<file path="src/rtl/wpg_pkg.sv">
package wpg_pkg;

    localparam int MAX_WAYPOINTS_DEF = 64;

    // field widths
    localparam int POS_W   = 21;
    localparam int DIFF_W  = 22;
    localparam int HEAD_W  = 15;
    localparam int YOKE_W  = 15;
    localparam int TGT_W   = 7;
    localparam int RAD_W   = 20;
    localparam int DWRAP_W = 17;

    // input kinds
    localparam logic [1:0] KIND_START  = 2'd0;
    localparam logic [1:0] KIND_STOP   = 2'd1;
    localparam logic [1:0] KIND_LOAD   = 2'd2;
    localparam logic [1:0] KIND_SAMPLE = 2'd3;

    // status codes
    localparam logic [1:0] STAT_OFF  = 2'd0;
    localparam logic [1:0] STAT_ON   = 2'd1;
    localparam logic [1:0] STAT_DONE = 2'd2;

    // register indexes
    localparam logic [0:0] CFG_HITBOX = 1'b0;
    localparam logic [0:0] CFG_COUNT  = 1'b1;

    localparam logic [RAD_W-1:0] HITBOX_RST = 20'd53352;

    // CORDIC
    localparam int CORDIC_STEPS = 20;
    localparam int STEP_W       = 5;
    localparam int CX_W         = 25;
    localparam int Z_W          = 26;
    localparam int ATAN_W       = 22;
    localparam logic signed [Z_W-1:0] DEG_Q16_180 = 26'sd11796480;
    localparam logic signed [Z_W-1:0] DEG_Q16_360 = 26'sd23592960;
    localparam int ROUND_SHIFT = 10;
    localparam logic signed [Z_W-1:0] ROUND_HALF = 26'sd512;

    // heading arithmetic, 1/64 degree
    localparam logic [HEAD_W-1:0] HEAD_360 = 15'd23040;
    localparam logic signed [DWRAP_W-1:0] HEAD_180_S = 17'sd11520;
    localparam logic signed [DWRAP_W-1:0] HEAD_360_S = 17'sd23040;

    // yoke = round(|d| * 125 / 72), divide via reciprocal
    localparam int N_W = 21;
    localparam logic [N_W-1:0] YOKE_GAIN  = 21'd125;
    localparam logic [N_W-1:0] YOKE_BIAS  = 21'd36;
    localparam int RECIP_W     = 23;
    localparam int RECIP_SHIFT = 29;
    localparam logic [RECIP_W-1:0] RECIP_MUL = 23'd7456541;
    localparam logic [YOKE_W-1:0] YOKE_MAX = 15'd10000;

    function automatic logic [ATAN_W-1:0] atan_q16(input logic [STEP_W-1:0] idx);
        logic [ATAN_W-1:0] v;
        unique case (idx)
            5'd0:    v = 22'd2949120;
            5'd1:    v = 22'd1740967;
            5'd2:    v = 22'd919879;
            5'd3:    v = 22'd466945;
            5'd4:    v = 22'd234379;
            5'd5:    v = 22'd117304;
            5'd6:    v = 22'd58666;
            5'd7:    v = 22'd29335;
            5'd8:    v = 22'd14668;
            5'd9:    v = 22'd7334;
            5'd10:   v = 22'd3667;
            5'd11:   v = 22'd1833;
            5'd12:   v = 22'd917;
            5'd13:   v = 22'd458;
            5'd14:   v = 22'd229;
            5'd15:   v = 22'd115;
            5'd16:   v = 22'd57;
            5'd17:   v = 22'd29;
            5'd18:   v = 22'd14;
            5'd19:   v = 22'd7;
            default: v = '0;
        endcase
        return v;
    endfunction

endpackage

</file>
<file path="src/rtl/wpg_cordic.sv">
module wpg_cordic (
    input  logic                                 i_clk,
    input  logic                                 i_rst_n,
    input  logic                                 i_start,
    input  logic signed [wpg_pkg::DIFF_W-1:0]    i_vx,
    input  logic signed [wpg_pkg::DIFF_W-1:0]    i_vy,
    output logic                                 o_done,
    output logic        [wpg_pkg::HEAD_W-1:0]    o_bearing
);

    localparam logic [1:0] C_IDLE = 2'd0;
    localparam logic [1:0] C_ITER = 2'd1;
    localparam logic [1:0] C_WRAP = 2'd2;
    localparam logic [1:0] C_RND  = 2'd3;

    logic [1:0]                          r_cs;
    logic [wpg_pkg::STEP_W-1:0]          r_step;
    logic                                r_done;
    logic signed [wpg_pkg::CX_W-1:0]     r_x;
    logic signed [wpg_pkg::CX_W-1:0]     r_y;
    logic signed [wpg_pkg::Z_W-1:0]      r_z;
    logic [wpg_pkg::HEAD_W-1:0]          r_bear;

    logic signed [wpg_pkg::CX_W-1:0]     x0;
    logic signed [wpg_pkg::CX_W-1:0]     y0;
    logic signed [wpg_pkg::CX_W-1:0]     xs;
    logic signed [wpg_pkg::CX_W-1:0]     ys;
    logic signed [wpg_pkg::Z_W-1:0]      at;
    logic signed [wpg_pkg::Z_W-1:0]      zsum;
    logic [wpg_pkg::HEAD_W-1:0]          tq;
    logic [wpg_pkg::HEAD_W-1:0]          n_bear;
    logic                                last_step;

    assign x0        = wpg_pkg::CX_W'(i_vx);
    assign y0        = wpg_pkg::CX_W'(i_vy);
    assign xs        = r_x >>> r_step;
    assign ys        = r_y >>> r_step;
    assign at        = signed'(wpg_pkg::Z_W'(wpg_pkg::atan_q16(r_step)));
    assign zsum      = r_z + wpg_pkg::ROUND_HALF;
    assign tq        = zsum[wpg_pkg::ROUND_SHIFT +: wpg_pkg::HEAD_W];
    assign n_bear    = (tq >= wpg_pkg::HEAD_360) ? tq - wpg_pkg::HEAD_360 : tq;
    assign last_step = (r_step == wpg_pkg::STEP_W'(wpg_pkg::CORDIC_STEPS - 1));

    always_ff @(posedge i_clk) begin
        if (!i_rst_n) begin
            r_cs   <= C_IDLE;
            r_step <= '0;
            r_done <= 1'b0;
        end else begin
            r_done <= (r_cs == C_RND);
            unique case (r_cs)
                C_IDLE: begin
                    r_step <= '0;
                    if (i_start) begin
                        r_cs <= (i_vx == '0 && i_vy == '0) ? C_WRAP : C_ITER;
                    end
                end
                C_ITER: begin
                    r_step <= r_step + 1'b1;
                    if (last_step) begin
                        r_cs <= C_WRAP;
                    end
                end
                C_WRAP:  r_cs <= C_RND;
                C_RND:   r_cs <= C_IDLE;
                default: r_cs <= C_IDLE;
            endcase
        end
    end

    always_ff @(posedge i_clk) begin
        unique case (r_cs)
            C_IDLE: begin
                if (i_start) begin
                    if (i_vx == '0 && i_vy == '0) begin
                        r_x <= '0;
                        r_y <= '0;
                        r_z <= '0;
                    end else if (i_vx < 0) begin
                        r_x <= -x0;
                        r_y <= -y0;
                        r_z <= wpg_pkg::DEG_Q16_180;
                    end else begin
                        r_x <= x0;
                        r_y <= y0;
                        r_z <= '0;
                    end
                end
            end
            C_ITER: begin
                if (r_y > 0) begin
                    r_x <= r_x + ys;
                    r_y <= r_y - xs;
                    r_z <= r_z + at;
                end else begin
                    r_x <= r_x - ys;
                    r_y <= r_y + xs;
                    r_z <= r_z - at;
                end
            end
            C_WRAP: begin
                if (r_z < 0) begin
                    r_z <= r_z + wpg_pkg::DEG_Q16_360;
                end
            end
            C_RND:   r_bear <= n_bear;
            default: r_bear <= r_bear;
        endcase
    end

    assign o_done    = r_done;
    assign o_bearing = r_bear;

endmodule

</file>
<file path="src/rtl/waypoint_heading_guidance_top.sv">
// Waypoint heading guidance. Beats on the slave stream are start, stop, waypoint load or
// aircraft sample (tuser); every beat yields exactly one result beat with status, yoke
// command and target index. Start, stop, load and inactive samples go straight to the
// result stage. An active sample reads the waypoint memory and runs the 20-step iterative
// CORDIC atan2; a capture of any but the last waypoint adds a second waypoint read, and
// the iterations are skipped when the aircraft sits on the waypoint. One item is processed
// at a time; the result register lets the next beat in while a result waits.
// Waypoints are held in a MAX_WAYPOINTS-deep memory that must be loaded before use.
// Configuration writes must go in while idle only; the block itself does not enforce this.
module waypoint_heading_guidance_top #(
    parameter int MAX_WAYPOINTS = wpg_pkg::MAX_WAYPOINTS_DEF
) (
    input  logic        i_clk,
    input  logic        i_rst_n,
    input  logic        s_axis_tvalid,
    output logic        s_axis_tready,
    input  logic [63:0] s_axis_tdata,   // slot[5:0], pos_x[26:6], pos_y[47:27], heading[62:48]
    input  logic [1:0]  s_axis_tuser,   // kind[1:0]
    output logic        m_axis_tvalid,
    input  logic        m_axis_tready,
    output logic [23:0] m_axis_tdata,   // status[1:0], yoke[16:2], target_index[23:17]
    input  logic        i_cfg_we,
    input  logic [0:0]  i_cfg_idx,
    input  logic [19:0] i_cfg_data
);

    localparam int AW = (MAX_WAYPOINTS > 1) ? $clog2(MAX_WAYPOINTS) : 1;
    localparam int MW = 2 * wpg_pkg::POS_W;

    localparam logic [3:0] S_IDLE = 4'd0;
    localparam logic [3:0] S_RD   = 4'd1;
    localparam logic [3:0] S_CHK  = 4'd2;
    localparam logic [3:0] S_CORD = 4'd3;
    localparam logic [3:0] S_MAG  = 4'd4;
    localparam logic [3:0] S_DIV  = 4'd5;
    localparam logic [3:0] S_SAT  = 4'd6;
    localparam logic [3:0] S_FIN  = 4'd7;

    logic [3:0]                          r_state;
    logic                                r_engaged;
    logic                                r_complete;
    logic [wpg_pkg::TGT_W-1:0]           r_target;
    logic                                r_second;
    logic                                r_m_valid;
    logic [wpg_pkg::RAD_W-1:0]           r_radius;
    logic [wpg_pkg::TGT_W-1:0]           r_wcount;

    logic [MW-1:0]                       r_wp_mem [MAX_WAYPOINTS];
    logic [MW-1:0]                       r_rd_data;

    logic signed [wpg_pkg::POS_W-1:0]    r_px;
    logic signed [wpg_pkg::POS_W-1:0]    r_py;
    logic [wpg_pkg::HEAD_W-1:0]          r_head;
    logic signed [wpg_pkg::YOKE_W-1:0]   r_yoke;
    logic signed [wpg_pkg::YOKE_W-1:0]   r_d;
    logic [wpg_pkg::N_W-1:0]             r_n;
    logic [wpg_pkg::YOKE_W-1:0]          r_q;
    logic [23:0]                         r_m_data;

    logic                                accept;
    logic [1:0]                          in_kind;
    logic [5:0]                          in_slot;
    logic signed [wpg_pkg::POS_W-1:0]    in_px;
    logic signed [wpg_pkg::POS_W-1:0]    in_py;
    logic [wpg_pkg::HEAD_W-1:0]          in_head;

    logic [wpg_pkg::TGT_W-1:0]           cnt;
    logic [wpg_pkg::TGT_W-1:0]           tgt_next;
    logic                                live;
    logic                                wr_en;
    logic                                rd_en;
    logic [AW-1:0]                       rd_addr;
    logic signed [wpg_pkg::POS_W-1:0]    mem_x;
    logic signed [wpg_pkg::POS_W-1:0]    mem_y;
    logic signed [wpg_pkg::DIFF_W-1:0]   dx;
    logic signed [wpg_pkg::DIFF_W-1:0]   dy;
    logic [wpg_pkg::DIFF_W-1:0]          adx;
    logic [wpg_pkg::DIFF_W-1:0]          ady;
    logic                                hit;
    logic signed [wpg_pkg::DIFF_W-1:0]   vx;
    logic signed [wpg_pkg::DIFF_W-1:0]   vy;
    logic                                c_start;
    logic                                c_done;
    logic [wpg_pkg::HEAD_W-1:0]          c_bear;
    logic signed [wpg_pkg::DWRAP_W-1:0]  d_raw;
    logic signed [wpg_pkg::DWRAP_W-1:0]  d_wrap;
    logic signed [wpg_pkg::YOKE_W-1:0]   d_abs;
    logic [wpg_pkg::N_W-1:0]             n_n;
    logic [wpg_pkg::N_W+wpg_pkg::RECIP_W-1:0] prod;
    logic [wpg_pkg::YOKE_W-1:0]          q_sat;
    logic [1:0]                          status;
    logic                                out_free;

    assign in_kind = s_axis_tuser;
    assign in_slot = s_axis_tdata[5:0];
    assign in_px   = signed'(s_axis_tdata[26:6]);
    assign in_py   = signed'(s_axis_tdata[47:27]);
    assign in_head = s_axis_tdata[62:48];

    assign s_axis_tready = (r_state == S_IDLE);
    assign accept        = s_axis_tvalid && s_axis_tready;
    assign out_free      = !r_m_valid || m_axis_tready;

    always_comb begin
        if (32'(r_wcount) < MAX_WAYPOINTS) begin
            cnt = r_wcount;
        end else begin
            cnt = wpg_pkg::TGT_W'(MAX_WAYPOINTS);
        end
    end

    assign tgt_next = r_target + 1'b1;
    assign live     = r_engaged && !r_complete && (cnt != '0);

    // waypoint memory
    assign mem_x = signed'(r_rd_data[wpg_pkg::POS_W-1:0]);
    assign mem_y = signed'(r_rd_data[MW-1:wpg_pkg::POS_W]);
    assign wr_en = accept && (in_kind == wpg_pkg::KIND_LOAD) && (32'(in_slot) < MAX_WAYPOINTS);

    always_comb begin
        if (r_state == S_CHK) begin
            rd_en   = !r_second && hit && (tgt_next < cnt);
            rd_addr = AW'(tgt_next);
        end else begin
            rd_en   = accept && (in_kind == wpg_pkg::KIND_SAMPLE) && live && (r_target < cnt);
            rd_addr = AW'(r_target);
        end
    end

    always_ff @(posedge i_clk) begin
        if (wr_en) begin
            r_wp_mem[AW'(in_slot)] <= {in_py, in_px};
        end
    end

    always_ff @(posedge i_clk) begin
        if (rd_en) begin
            r_rd_data <= r_wp_mem[rd_addr];
        end
    end

    // capture box test
    assign dx    = wpg_pkg::DIFF_W'(r_px) - wpg_pkg::DIFF_W'(mem_x);
    assign dy    = wpg_pkg::DIFF_W'(r_py) - wpg_pkg::DIFF_W'(mem_y);
    assign adx   = unsigned'(dx[wpg_pkg::DIFF_W-1] ? -dx : dx);
    assign ady   = unsigned'(dy[wpg_pkg::DIFF_W-1] ? -dy : dy);
    assign hit   = (adx <= {2'b00, r_radius}) && (ady <= {2'b00, r_radius});

    // bearing vector: x = ay - wy, y = wx - ax
    assign vx      = wpg_pkg::DIFF_W'(r_py) - wpg_pkg::DIFF_W'(mem_y);
    assign vy      = wpg_pkg::DIFF_W'(mem_x) - wpg_pkg::DIFF_W'(r_px);
    assign c_start = (r_state == S_CHK) && (r_second || !hit);

    wpg_cordic u_cordic (
        .i_clk     (i_clk),
        .i_rst_n   (i_rst_n),
        .i_start   (c_start),
        .i_vx      (vx),
        .i_vy      (vy),
        .o_done    (c_done),
        .o_bearing (c_bear)
    );

    // heading error wrapped to (-180, 180]
    assign d_raw = signed'({2'b00, c_bear}) - signed'({2'b00, r_head});
    always_comb begin
        if (d_raw > wpg_pkg::HEAD_180_S) begin
            d_wrap = d_raw - wpg_pkg::HEAD_360_S;
        end else if (d_raw <= -wpg_pkg::HEAD_180_S) begin
            d_wrap = d_raw + wpg_pkg::HEAD_360_S;
        end else begin
            d_wrap = d_raw;
        end
    end

    assign d_abs = r_d[wpg_pkg::YOKE_W-1] ? -r_d : r_d;
    assign n_n   = wpg_pkg::N_W'(unsigned'(d_abs)) * wpg_pkg::YOKE_GAIN + wpg_pkg::YOKE_BIAS;
    assign prod  = (wpg_pkg::N_W+wpg_pkg::RECIP_W)'(r_n)
                 * (wpg_pkg::N_W+wpg_pkg::RECIP_W)'(wpg_pkg::RECIP_MUL);
    assign q_sat = (r_q > wpg_pkg::YOKE_MAX) ? wpg_pkg::YOKE_MAX : r_q;

    assign status = r_complete ? wpg_pkg::STAT_DONE
                  : (r_engaged ? wpg_pkg::STAT_ON : wpg_pkg::STAT_OFF);

    // control
    always_ff @(posedge i_clk) begin
        if (!i_rst_n) begin
            r_state    <= S_IDLE;
            r_engaged  <= 1'b0;
            r_complete <= 1'b0;
            r_target   <= '0;
            r_second   <= 1'b0;
            r_m_valid  <= 1'b0;
            r_radius   <= wpg_pkg::HITBOX_RST;
            r_wcount   <= '0;
        end else begin
            if (i_cfg_we) begin
                unique case (i_cfg_idx)
                    wpg_pkg::CFG_HITBOX: r_radius <= i_cfg_data;
                    wpg_pkg::CFG_COUNT:  r_wcount <= i_cfg_data[wpg_pkg::TGT_W-1:0];
                    default:             r_radius <= r_radius;
                endcase
            end

            if (r_state == S_FIN && out_free) begin
                r_m_valid <= 1'b1;
            end else if (m_axis_tready) begin
                r_m_valid <= 1'b0;
            end

            unique case (r_state)
                S_IDLE: begin
                    if (accept) begin
                        r_state <= S_FIN;
                        unique case (in_kind)
                            wpg_pkg::KIND_START: begin
                                r_engaged  <= 1'b1;
                                r_complete <= 1'b0;
                                r_target   <= '0;
                            end
                            wpg_pkg::KIND_STOP: begin
                                r_engaged  <= 1'b0;
                                r_complete <= 1'b1;
                                r_target   <= '0;
                            end
                            wpg_pkg::KIND_SAMPLE: begin
                                if (live) begin
                                    if (r_target >= cnt) begin
                                        r_complete <= 1'b1;
                                        r_engaged  <= 1'b0;
                                    end else begin
                                        r_second <= 1'b0;
                                        r_state  <= S_RD;
                                    end
                                end
                            end
                            default: r_state <= S_FIN;
                        endcase
                    end
                end
                S_RD: r_state <= S_CHK;
                S_CHK: begin
                    if (!r_second && hit) begin
                        r_target <= tgt_next;
                        if (tgt_next >= cnt) begin
                            r_complete <= 1'b1;
                            r_engaged  <= 1'b0;
                            r_state    <= S_FIN;
                        end else begin
                            r_second <= 1'b1;
                            r_state  <= S_RD;
                        end
                    end else begin
                        r_state <= S_CORD;
                    end
                end
                S_CORD: begin
                    if (c_done) begin
                        r_state <= S_MAG;
                    end
                end
                S_MAG: r_state <= S_DIV;
                S_DIV: r_state <= S_SAT;
                S_SAT: r_state <= S_FIN;
                S_FIN: begin
                    if (out_free) begin
                        r_state <= S_IDLE;
                    end
                end
                default: r_state <= S_IDLE;
            endcase
        end
    end

    // datapath
    always_ff @(posedge i_clk) begin
        if (accept) begin
            r_px   <= in_px;
            r_py   <= in_py;
            r_head <= in_head;
            r_yoke <= '0;
        end
        if (r_state == S_CORD && c_done) begin
            r_d <= wpg_pkg::YOKE_W'(d_wrap);
        end
        if (r_state == S_MAG) begin
            r_n <= n_n;
        end
        if (r_state == S_DIV) begin
            r_q <= prod[wpg_pkg::RECIP_SHIFT +: wpg_pkg::YOKE_W];
        end
        if (r_state == S_SAT) begin
            r_yoke <= r_d[wpg_pkg::YOKE_W-1] ? -signed'(q_sat) : signed'(q_sat);
        end
        if (r_state == S_FIN && out_free) begin
            r_m_data <= {r_target, r_yoke, status};
        end
    end

    assign m_axis_tvalid = r_m_valid;
    assign m_axis_tdata  = r_m_data;

    a_flags_exclusive: assert property (@(posedge i_clk) disable iff (!i_rst_n)
        !(r_engaged && r_complete))
        else $error("engaged and complete both set");

    a_start_engages: assert property (@(posedge i_clk) disable iff (!i_rst_n)
        accept && (in_kind == wpg_pkg::KIND_START) |=>
            r_engaged && !r_complete && (r_target == '0))
        else $error("start beat did not engage");

    a_cordic_owned: assert property (@(posedge i_clk) disable iff (!i_rst_n)
        c_done |-> (r_state == S_CORD))
        else $error("bearing finished outside bearing wait");

    a_yoke_range: assert property (@(posedge i_clk) disable iff (!i_rst_n)
        m_axis_tvalid |-> ($signed(m_axis_tdata[16:2]) <= $signed(wpg_pkg::YOKE_MAX))
                       && ($signed(m_axis_tdata[16:2]) >= -$signed(wpg_pkg::YOKE_MAX)))
        else $error("yoke beyond saturation");

endmodule

</file>
<file path="config.mk">
export PLATFORM = sky130hd
export DESIGN_NAME = waypoint_heading_guidance_top
export DESIGN_NICKNAME = d
export VERILOG_FILES = /design/src/rtl/wpg_pkg.sv /design/src/rtl/wpg_cordic.sv /design/src/rtl/waypoint_heading_guidance_top.sv
export SDC_FILE = /design/constraint.sdc
export NUM_CORES = 2
export LEC_CHECK = 0
export BUFFER_PORTS_ARGS = -buffer_cell sky130_fd_sc_hd__buf_2
export CORE_ASPECT_RATIO = 0.7
export CORE_UTILIZATION = 40
export CTS_CLUSTER_SIZE = 8
export DETAILED_ROUTE_END_ITERATION = 12
export GPL_TIMING_DRIVEN = 0
export PLACE_DENSITY = 0.57
export SYNTH_ARGS = -nofsm -noshare
export SYNTH_HDL_FRONTEND = slang
export SYNTH_SLANG_ARGS = --single-unit
</file>
<file path="constraint.sdc">
create_clock -name i_clk -period 21.5 [get_ports i_clk]
set_input_delay 2.15 -clock i_clk [delete_from_list [all_inputs] [get_ports i_clk]]
set_output_delay 2.15 -clock i_clk [all_outputs]
set_load 0.1 [all_outputs]
</file>
== Word-level counts from Yosys, hierarchy flattened ==
Memory sizes are Yosys's and may differ from the RTL's. A register that Yosys moved wholly into a read port is not among the register bits.
Index checks and enable logic that the tools add are counted.
Word-level totals
  bits in read-only memories: 704
  output and inout port bits: 26
  register bits: 288
  bits in writable memories: 2688
  word-level logic and storage cells: 215
  bits of input ports: 92
  memories: 2
Cells by class
  bitwise gates (word level): 1
  mux-type cells: 75
  reduce and logical (&&, ||, !) cells: 41
  equality and inequality tests: 30
  $add $sub $neg: 24
  shifts and indexed selects: 2
  multiply operators: 2
  order comparisons: 14
Memories
  r_wp_mem: depth 64, bits a word 42, rd ports 1, clocked after memory_dff 1, write ports 1, line waypoint_heading_guidance_top.sv:48  | logic [MW-1:0] r_wp_mem [MAX_WAYPOINTS];
  (name not given): depth 32, bits a word 22, rd ports 1, clocked after memory_dff 1, write ports 0, line wpg_pkg.sv:58  | unique case (idx)
Operator list (count)
  25-bit two-way mux: 8
  15-bit two-way mux: 8
  26-bit two-way mux: 4
  25-bit one-hot mux with 2 select lines: 2
  26-bit one-hot mux with 3 select lines: 1
  21-bit by 21-bit subtractor with 22-bit output: 3
  25-bit adder: 2
  22-bit negation with 25-bit output: 2
  25-bit by 5-bit >>> shifter with 25-bit output: 2
  25-bit subtractor: 2
  22-bit by 20-bit <= comparator with 1-bit output: 2
  22-bit logical NOT: 2
  21-bit by 23-bit multiplier with 44-bit output, second input constant: 1
  22-bit two-way mux: 2
  22-bit negation: 2
  4-bit one-hot mux with 8 select lines: 1
  15-bit negation: 2
  15-bit subtractor, second input constant: 2
  7-bit two-way mux: 4
  26-bit by 23-bit adder with 26-bit output: 1
  26-bit adder, second input constant: 1
  26-bit by 1-bit less-than comparator with 1-bit output, second input constant: 1
  26-bit by 23-bit subtractor with 26-bit output: 1
  25-bit by 11-bit adder with 25-bit output, second input constant: 1
  52 further kinds: 132

== Logic depth before layout (Yosys ltp) ==
  depth after elaboration: 10
  gate-level depth with buffers: 28
  mapped depth without buffers: 26

== Hierarchy ==
Synthesis repeated with hierarchy kept, for this count alone.
Second synthesis, totals
  cell total of the unflattened synthesis: 7977
  area, all modules: 140355.9 µm²
Modules (own cells, without submodules)
  waypoint_heading_guidance_top: sequential area each 87213.6 µm², area each 125560.4 µm², times used 1, cells each 6251
  wpg_cordic: sequential area each 3333.2 µm², area each 14795.4 µm², times used 1, cells each 1726

== Worst setup path before layout ==
No wires, ideal clock.
  kind: reg2reg
  start: register r_py[14] (netlist bit)
  end: register u_cordic.r_x[0] (netlist bit) (enable)
  data required time: 21.021 ns
  setup slack: 13.993 ns
  stages on the path, launching flop included: 28
  data arrival time: 7.028 ns
  buffers on the path: 3
  period minus slack after synthesis: 7.507 ns
  setup time: 0.479 ns
  cells stage by stage: edfxtp_1 ha_1 clkbuf_1 nand2_1 or3_1 a21oi_1 a21oi_1 o21ai_0 nand2_1 a32o_1 clkbuf_1 clkbuf_1 nand2_1 o21a_1 inv_1 ha_1 a21boi_0 o21ai_0 o2bb2ai_1 o21ai_0 a21oi_1 o31ai_1 a22oi_1 o211ai_1 nor2_1 and3_4 nand2b_4 mux2i_1
On the way
  word-level cells in the longest chain between the ends: 10
RTL lines
  start: declaration: line waypoint_heading_guidance_top.sv:52  | logic signed [wpg_pkg::POS_W-1:0] r_py;
  start signal: assignment: line waypoint_heading_guidance_top.sv:279  | r_py <= in_py;
  21-bit by 21-bit subtractor with 22-bit output *: line waypoint_heading_guidance_top.sv:144  | assign dy = wpg_pkg::DIFF_W'(r_py) - wpg_pkg::DIFF_W'(mem_y);
  22-bit negation: line waypoint_heading_guidance_top.sv:146  | assign ady = unsigned'(dy[wpg_pkg::DIFF_W-1] ? -dy : dy);
  22-bit two-way mux *: line waypoint_heading_guidance_top.sv:146
  22-bit by 20-bit <= comparator with 1-bit output *: line waypoint_heading_guidance_top.sv:147  | assign hit = (adx <= {2'b00, r_radius}) && (ady <= {2'b00, r_radius});
  1-bit logical AND *: line waypoint_heading_guidance_top.sv:147
  1-bit logical NOT *: line waypoint_heading_guidance_top.sv:152  | assign c_start = (r_state == S_CHK) && (r_second || !hit);
  1-bit logical OR *: line waypoint_heading_guidance_top.sv:152
  1-bit logical AND *: line waypoint_heading_guidance_top.sv:152
  2-bit inequality test (no line) *
  2-bit AND reduction (no line) *
  end signal: assignment: line wpg_cordic.sv:80  | r_x <= -x0;
  end signal: assignment: line wpg_cordic.sv:92  | r_x <= r_x + ys;
  end signal: assignment: line wpg_cordic.sv:96  | r_x <= r_x - ys;
  end: declaration: line wpg_cordic.sv:19  | logic signed [wpg_pkg::CX_W-1:0] r_x;
Every way passes the cells marked *; elsewhere a longest branch is shown, timed or not.
A chain may end at the register's enable or synchronous reset.

== Worst setup path after layout ==
  start: register r_n[9] (netlist bit)
  end: register r_q[13] (netlist bit) (data pin)
On the way
  word-level cells in the longest chain between the ends: 1
RTL lines
  start: declaration: line waypoint_heading_guidance_top.sv:56  | logic [wpg_pkg::N_W-1:0] r_n;
  start signal: assignment: line waypoint_heading_guidance_top.sv:287  | r_n <= n_n;
  21-bit by 23-bit multiplier with 44-bit output: line waypoint_heading_guidance_top.sv:179  | * (wpg_pkg::N_W+wpg_pkg::RECIP_W)'(wpg_pkg::RECIP_MUL);
  via prod, one bit: line waypoint_heading_guidance_top.sv:89  | logic [wpg_pkg::N_W+wpg_pkg::RECIP_W-1:0] prod;
  end signal: assignment: line waypoint_heading_guidance_top.sv:290  | r_q <= prod[wpg_pkg::RECIP_SHIFT +: wpg_pkg::YOKE_W];
  end: declaration: line waypoint_heading_guidance_top.sv:57  | logic [wpg_pkg::YOKE_W-1:0] r_q;
The timed path passes the listed nets, and every way through them passes these cells.

==> results.toml <==
[outcome]
status = "finished with violations"
violations = "max-capacitance violations, max-slew violations"

[logic_synthesis]
yosysTopAreaCell = "edfxtp_1"
synth_top_family_by_area = "multiplexers"
synthArstFlopShare_pct = 0
synth_edf_count = 2968
synth_most_common_cell = "edfxtp_1"
synth_common_cells = "edfxtp_1 (2968), mux4_2 (916), ha_1 (474)"
yosys.area_share.adder_pct = 7.01
synthXorXnorAreaFrac_pct = 2.02
postSynthCellCount = 7913
synthDistinctLibCells = 107
synth_area_sq_mm = 0.139
yosysWarningCount = 0
netlist_top_cells_area = "edfxtp_1 (64%), mux4_2 (15%), ha_1 (4.3%), fa_1 (2.8%), xnor2_1 (1.3%)"
yosys.area_share.simple_pct = 3.97
synth-compound-area-share_pct = 4.21
synth_top_area_share_pct = 63.9
synthMuxAreaShare_pct = 15.6
syn-num-nets = 8671
synth-seq-cells = 3039
yosys_most_used_dff = "edfxtp_1"
syn_avg_cell_area_sq_um = 17.6
yosysSeqAreaShare_pct = 64.9

[floorplanning]
die_w_um = 708
die_h_um = 496
core_sq_mm = 0.347
rows = 181
initial_utilization_pct = 40.2
die-area_sq_mm = 0.351
io_pins = 118

[grt]
grt_start_max_net_pins = 66
grt_pass1_vias = 76900
grt_usage_pct = 22.5
grt-ovfl-total = 0
grt_pass1_wl_um = 567000
antenna_found_initial = 62

[sta]
period_needed_ns = 7.98
rsz0062_at_grt = "false"
hold_viol = 0
worst_pin_slew_ns = 1.51
slew_headroom_pct = -0.677
setup_slack_ns = 13.52
period_share_pct = 37.1
fmax_mhz = 125
finalMaxSlewViolations = 11
fin_setup_tns_ns = 0
setup_viol = 0
fin_skew_ns = 0.106

[pwr]
vdd_drop_max_mv = 0.577
p_leak_uw = 0.0548
power_density_mw_per_mm2 = 158

[cts]
htreeDepth = 5
cts_hold_buf = 0
clk_pin_slew_ns = 0.05
post_cts_buffers = 0
cts_resized = 0
cts_root_buf = "clkbuf_16"
clock-sinks = 3039
clock_latency_ns = 0.97
cts_tree = "built"
cts_buffers = 423
clk_path_buf_depth = 4

[detailed_routing]
viasPerCell = 5.86
drc_errors = 0
dr.pass1.iters = 8
wl_per_cell_um = 30.0
ant_nets = 0
drtIter0Drc = 9502
wl_um = 399000
via_count = 78000

[setup_path]
critPathTopFamily = "adder cells"
required_ns = 22.11
worstSetupPathType = "reg2reg"
cp_slowest_stage_delay_ns = 0.59
path_max_fanout = 6
path_cells = "fa_1 > fa_1 > fa_1 > fa_1 > inv_1 > fa_1 > inv_1 > fa_1 > fa_1 > ha_1 > a21oi_1 > o21ai_0 > or4_1 > a211oi_1 > o21ai_1 > o41a_1 > and4_1 > o31ai_1 > a21oi_1 > nor2_1 > o21ai_0 > xnor2_1"
cp.buffers_inverters = 2
cpMostUsedCell = "fa_1"
crit_arrival_ns = 8.58
critPathLaunchType = "flip-flop"
worstSetupEndpointType = "flip-flop"
cpMaxStageDelayCell = "fa_1"

[final_layout]
fillers = 29200
syn_to_final_growth_pct = 14.9
fin_area_sq_mm = 0.160
final_nets = 9322
drive_gt1_share_pct = 20.8

[placed_design]
routabilityCongestion = 0.920
dp_hpwl_um = 281000
dpl-instance-area_sq_mm = 0.149
port_buffers = 110
pre_cts_slack_ns = 13.54

[run]
drv_cap = 2

[min_path]
hp-class = "reg2reg"
-- placed cells by master, fill, tap and decap left out, types with 76 or more instances in the layout --
cell type	instances
ha_1	474
clkbuf_16	425
nor2_1	321
buf_2	114
fa_1	192
edfxtp_1	2968
nand2_1	289
nand3_1	89
xnor2_1	203
clkbuf_1	277
nor3_1	76
mux4_2	916
a21oi_1	300
xor2_1	115
inv_1	472
o21ai_0	194
-- power by group --
| group | switching (uW) | total (uW) | internal [uW] |
|---|---|---|---|
| Sequential | 222 | 7170 | 6950 |
| Combinational | 7130 | 12300 | 5170 |
| Clock | 2390 | 5860 | 3480 |
-- area by class of cell --
cell class                 instances  area (sq um)  area share, %
tap                             4666          5840           3.64
clock buffer                     456         10800           6.71
clock inverter                    24           400          0.250
buffer                           330          1400          0.872
multi-input combinational       4068         46400           28.9
timing repair buffer             226          3190           1.99
sequential                      3039         90500           56.5
inverter                         476          1790           1.12
antenna                           23          57.6         0.0359
-- registers in the layout, summed over array words and instances, names as in the netlist, 2 cells and up --
register	count
u_cordic.at	22
r_px	21
r_n	21
r_py	21
u_cordic.r_y	25
r_q	15
m_axis_tdata	24
r_state	3
r_target	7
r_wcount	7
r_yoke	15
u_cordic.r_z	26
r_rd_data	42
u_cordic.o_bearing	15
r_radius	20
u_cordic.r_cs	2
u_cordic.r_x	25
r_d	15
r_head	15
u_cordic.r_step	5
r_wp_mem	2688
-- path summary, 6_finish.rpt --
check                 start               to  slack [ns]  cells past startpoint
setup / recovery     r_n[9]          r_q[13]       13.52                     22
hold / removal    r_yoke[4]  m_axis_tdata[6]        0.42                      0
setup reg to reg     r_n[9]          r_q[13]       13.52                     22
hold reg to reg   r_yoke[4]  m_axis_tdata[6]        0.42                      0
-- routing by layer --
layer	share of wire (%)	global-route usage [%]
met3	10	5.73
met4	1.9	4.52
met1	45	34.6
met2	43	32.4
met5	0.034	0.107
-- metrics by stage --
step / total power [uW] / utilization (%) / std cells / hold WS, ns
6_report: 25300 / 46.2 / 13300 / 0.418
5_1_grt: 27100 / 46.2 / 13300 / 0.427
4_1_cts: 25500 / 46.1 / 13300 / 0.419
3_5_place_dp: 19500 / 42.9 / 12800 / 0.408
3_3_place_gp: 19400 / 42.0 / 12700 / 0.408
2_1_floorplan: 15900 / - / 7913 / 0.400
-- logic make-up after synthesis --
logic type | count (synthesis)
adders and majority gates | 666
xor gates and xnor gates | 322
buffers and inverters | 806
and+or+nand+nor | 1149
DFF | 3039
AOI/OAI and AO/OA | 929
muxes | 1002
Note: power is estimated with default switching activity, not from simulation.
